### src/udfeb_pkg.sv
package udfeb_pkg;

  localparam int RX_DEPTH_DEF = 1024;
  localparam int TX_DEPTH_DEF = 1024;

  localparam logic [1:0] REQ_RX_BYTE = 2'd0;
  localparam logic [1:0] REQ_TX_DONE = 2'd1;
  localparam logic [1:0] REQ_HOST_RD = 2'd2;
  localparam logic [1:0] REQ_HOST_WR = 2'd3;

  typedef struct packed {
    logic capture;
    logic exec;
  } udfeb_cmd_t;

  typedef struct packed {
    logic       tx_start;
    logic [7:0] tx_byte;
    logic       tx_busy;
    logic       read_valid;
    logic [7:0] read_byte;
    logic       rx_dropped;
    logic       write_accepted;
  } udfeb_res_t;

endpackage

### src/udfeb_ctrl.sv
module udfeb_ctrl
  import udfeb_pkg::*;
(
  input  logic       clk,
  input  logic       rst,
  input  logic       in_valid,
  output logic       in_ready,
  output logic       out_valid,
  input  logic       out_ready,
  output udfeb_cmd_t cmd
);

  localparam logic [1:0] S_IDLE = 2'd0;
  localparam logic [1:0] S_EXEC = 2'd1;
  localparam logic [1:0] S_RESP = 2'd2;

  logic [1:0] state;
  logic [1:0] state_next;

  assign in_ready    = (state == S_IDLE) || ((state == S_RESP) && out_ready);
  assign out_valid   = (state == S_RESP);
  assign cmd.capture = in_valid && in_ready;
  assign cmd.exec    = (state == S_EXEC);

  always_comb begin
    state_next = state;
    unique case (state)
      S_IDLE: begin
        if (in_valid) state_next = S_EXEC;
      end
      S_EXEC: begin
        state_next = S_RESP;
      end
      S_RESP: begin
        if (out_ready) state_next = in_valid ? S_EXEC : S_IDLE;
      end
      default: begin
        state_next = S_IDLE;
      end
    endcase
  end

  always_ff @(posedge clk) begin
    if (rst) state <= S_IDLE;
    else     state <= state_next;
  end

endmodule

### config.mk
export PLATFORM = sky130hd
export DESIGN_NAME = udfeb_ctrl
export DESIGN_NICKNAME = d
export VERILOG_FILES = /design/src/udfeb_pkg.sv /design/src/udfeb_ctrl.sv
export SDC_FILE = /design/constraint.sdc
export NUM_CORES = 1
export LEC_CHECK = 0
export ABC_AREA = 1
export BUFFER_PORTS_ARGS = -buffer_cell sky130_fd_sc_hd__buf_2
export CORE_AREA = 4 4 41 43
export CTS_BUF_LIST = sky130_fd_sc_hd__clkbuf_4 sky130_fd_sc_hd__clkbuf_8
export DETAILED_ROUTE_END_ITERATION = 10
export DIE_AREA = 0 0 45 47
export PLACE_DENSITY = 0.37
export SLEW_MARGIN = 5
export SYNTH_ARGS = -nofsm -noshare
export SYNTH_HDL_FRONTEND = slang
export SYNTH_SLANG_ARGS = --single-unit
### constraint.sdc
create_clock -name clk -period 0.9 [get_ports clk]
set_clock_uncertainty 0.2 [all_clocks]
set_input_delay 0.18 -clock clk [delete_from_list [all_inputs] [get_ports clk]]
set_output_delay 0.18 -clock clk [all_outputs]
set_load 0.05 [all_outputs]
==> run_results.csv <==
group,metric,value,unit
outcome,status,"finished, violations left",
outcome,violations,"hold timing, setup timing",
timing,hold_viol_final,1,
cells_and_area,layout-drive-gt1-share,85.7,%
cells_and_area,syn2layout_area_growth,167,%
yosys,syn_area_per_cell,5.94,um^2
pwr,powerDensity,1630,mW/mm^2
yosys,yosys-top-cells-count,"inv_1, nand2_1, nor2_1",
route,antenna_left,0,
placement,numPortBuffers,7,
yosys,synthAdderAreaFrac,0,%
yosys,syn-instance-count,20,
yosys,syn-cell-area,119,um^2
timing,fin_tns_setup,-1920,ps
timing,maxSlewViolCount,0,
die,initial_core_util,9.13,%
die,die_x,45,um
grt,gr-usage-all-layers,5.44,%
pwr,p_leak,0.154,nW
yosys,yosys-top-cells-area,"dfxtp_1, inv_1, nand2_1",
die,die_height,47,um
route,wl_per_cell,7.76,um
clocking,clk_path_buf_depth,2,
route,drtIter0Drc,0,
cells_and_area,fin_util,24.4,%
timing,fin_hold_ws,-92.3,ps
timing,max_clock_freq,746,MHz
timing,setup_viol,6,
cells_and_area,reg_top3,"state (2)",
timing,max_slew_margin,92.9,%
yosys,synth-simple-area-share,30.5,%
die,rows,13,
clocking,clk_pin_slew_worst_paths,40,ps
route,route.detailed.drc,0,
worst_hold_path,hold_path.class,"primary input to register",
die,core-area,0.00130,mm^2
yosys,synth_seq_cells,2,
yosys,synth-warning-count,0,
cells_and_area,layoutNonFillerInstCount,50,
clocking,root_buffer,"clkbuf_4",
pwr,power,517,uW
clocking,cts_tree,"built",
yosys,synth_top_cell_by_area,"dfxtp_1",
yosys,synth_xor_area_share,0,%
timing,finalCriticalPeriod,1340,ps
yosys,synth_fp_nets,24,
cells_and_area,largest_reg_flops,2,
yosys,synth.area.mux_share,0,%
route,vias,155,
yosys,synth_ff_type,"dfxtp_1",
clocking,clkSinkCount,2,
placement,placed_area,208,um^2
yosys,ys_seq_area_share,33.7,%
placement,dpl_worst_slack,-326,ps
clocking,clk_latency,240,ps
timing,worst-slew-pin-transition,107,ps
yosys,synth_top_family_by_area,"simple AND/OR/NAND/NOR gates",
route,vias_per_cell,3.10,
timing,rsz0062_at_grt,"yes",
cells_and_area,nNetsFinal,40,
grt,grt_pass1_vias,168,
route,first_pass_iters,1,
grt,grt_start_max_net_pins,5,
setup_path,crit_required,520,ps
grt,grt_first_pass_wirelength,655,um
timing,layout_setup_ws,-441,ps
setup_path,startpoint_type,"register",
clocking,cts_buffers,3,
grt,antenna_found_initial,0,
die,io_pins,8,
timing,post-route-period-util,149,%
yosys,ys_async_sr_fraction,0,%
grt,grt_overflow,0,
cells_and_area,diodes,0,
setup_path,critPathCaptureType,"output port",
yosys,yosys.area.top_type_share,33.7,%
yosys,synth-compound-area-share,7.37,%
placement,place.gp.congestion,0.604,
placement,numPlacedInstances,43,
flow_run,cap_violations,0,
yosys,yosysMostFrequentCell,"inv_1",
yosys,ys_types,7,
pwr,ir_worst_vdd,636,uV
setup_path,path_class,"register to output port",
route,wirelength,388,um
setup_path,critPathArrivalTime,960,ps
setup_path,path_max_fanout,4,
cells_and_area,fin_area,318,um^2
die,dieArea,0.00212,mm^2
cells_and_area,regMostFlops,"state",
yosys,synth_edf_count,0,
setup_path,reg2reg_slack,-190,ps
clocking,htreeDepth,1,
routing by layer:
layer  up-vias  part of all wire [%]  routed length (um)  global-route usage, %
li1         83                     -                   -                      -
met1        59                    44                 170                   4.98
met2        11                    35                 135                   5.65
met3         2                    19                  72                   6.90
met4         0                   2.3                   9                   5.26
met5         -                     0                   0                      0
critical path, stage by stage (launching register included):
cell,delay [ps]
dfxtp_4,360
nor2_4,100
nand2_4,60
clkinvlp_4,70
buf_8,130
final cells by class:
| type | count | area, um^2 |
|---|---|---|
| sequential | 2 | 47.5 |
| fill | 163 | 983 |
| clock buffer | 4 | 30.0 |
| tap | 15 | 18.8 |
| inverter | 7 | 36.3 |
| multi-input combinational | 10 | 80.1 |
| timing repair buffer | 12 | 105 |
logic make-up (layout without fill, tap and decap cells):
group                  after synthesis  count (layout)
DFF                                  2               2
AOI/OAI and AO/OA                    1               1
buffers and inverters                8              23
and+or+nand+nor                      9               9
worst paths after layout:
kind,start,endpoint,cells after the start
setup reg to reg,state[0],state[0],5
hold / removal,rst,state[0],2
hold reg to reg,state[0],state[1],3
setup / recovery,state[0],cmd[1],4
layout by cell type (no fill, tap or decap):
cell / Yosys / routed
buf_4: 1 / 5
clkbuf_4: 0 / 4
inv_1: 7 / 3
buf_2: 0 / 3
nor2_2: 0 / 2
nor2_4: 0 / 2
nand2_4: 0 / 2
clkinvlp_4: 0 / 2
nand2_1: 4 / 2
buf_6: 0 / 2
buf_8: 0 / 2
dfxtp_4: 0 / 2
inv_4: 0 / 1
inv_2: 0 / 1
nand2_2: 1 / 1
a21oi_2: 1 / 1
report_power, final:
group	switching, mW	internal (mW)
Clock	0.0640	0.195
Sequential	0.0107	0.0928
Combinational	0.0871	0.0672
Total	0.162	0.355
repair_timing:
action | in CTS | in global routing
pin swaps | 2 | 1
setup endpoints to repair | 6 | 6
hold endpoints to repair | 1 | 1
gates cloned | 0 | 0
gates resized for setup | 12 | 6
buffers inserted | 0 | 3
Note: power is estimated with default switching activity, not from simulation.
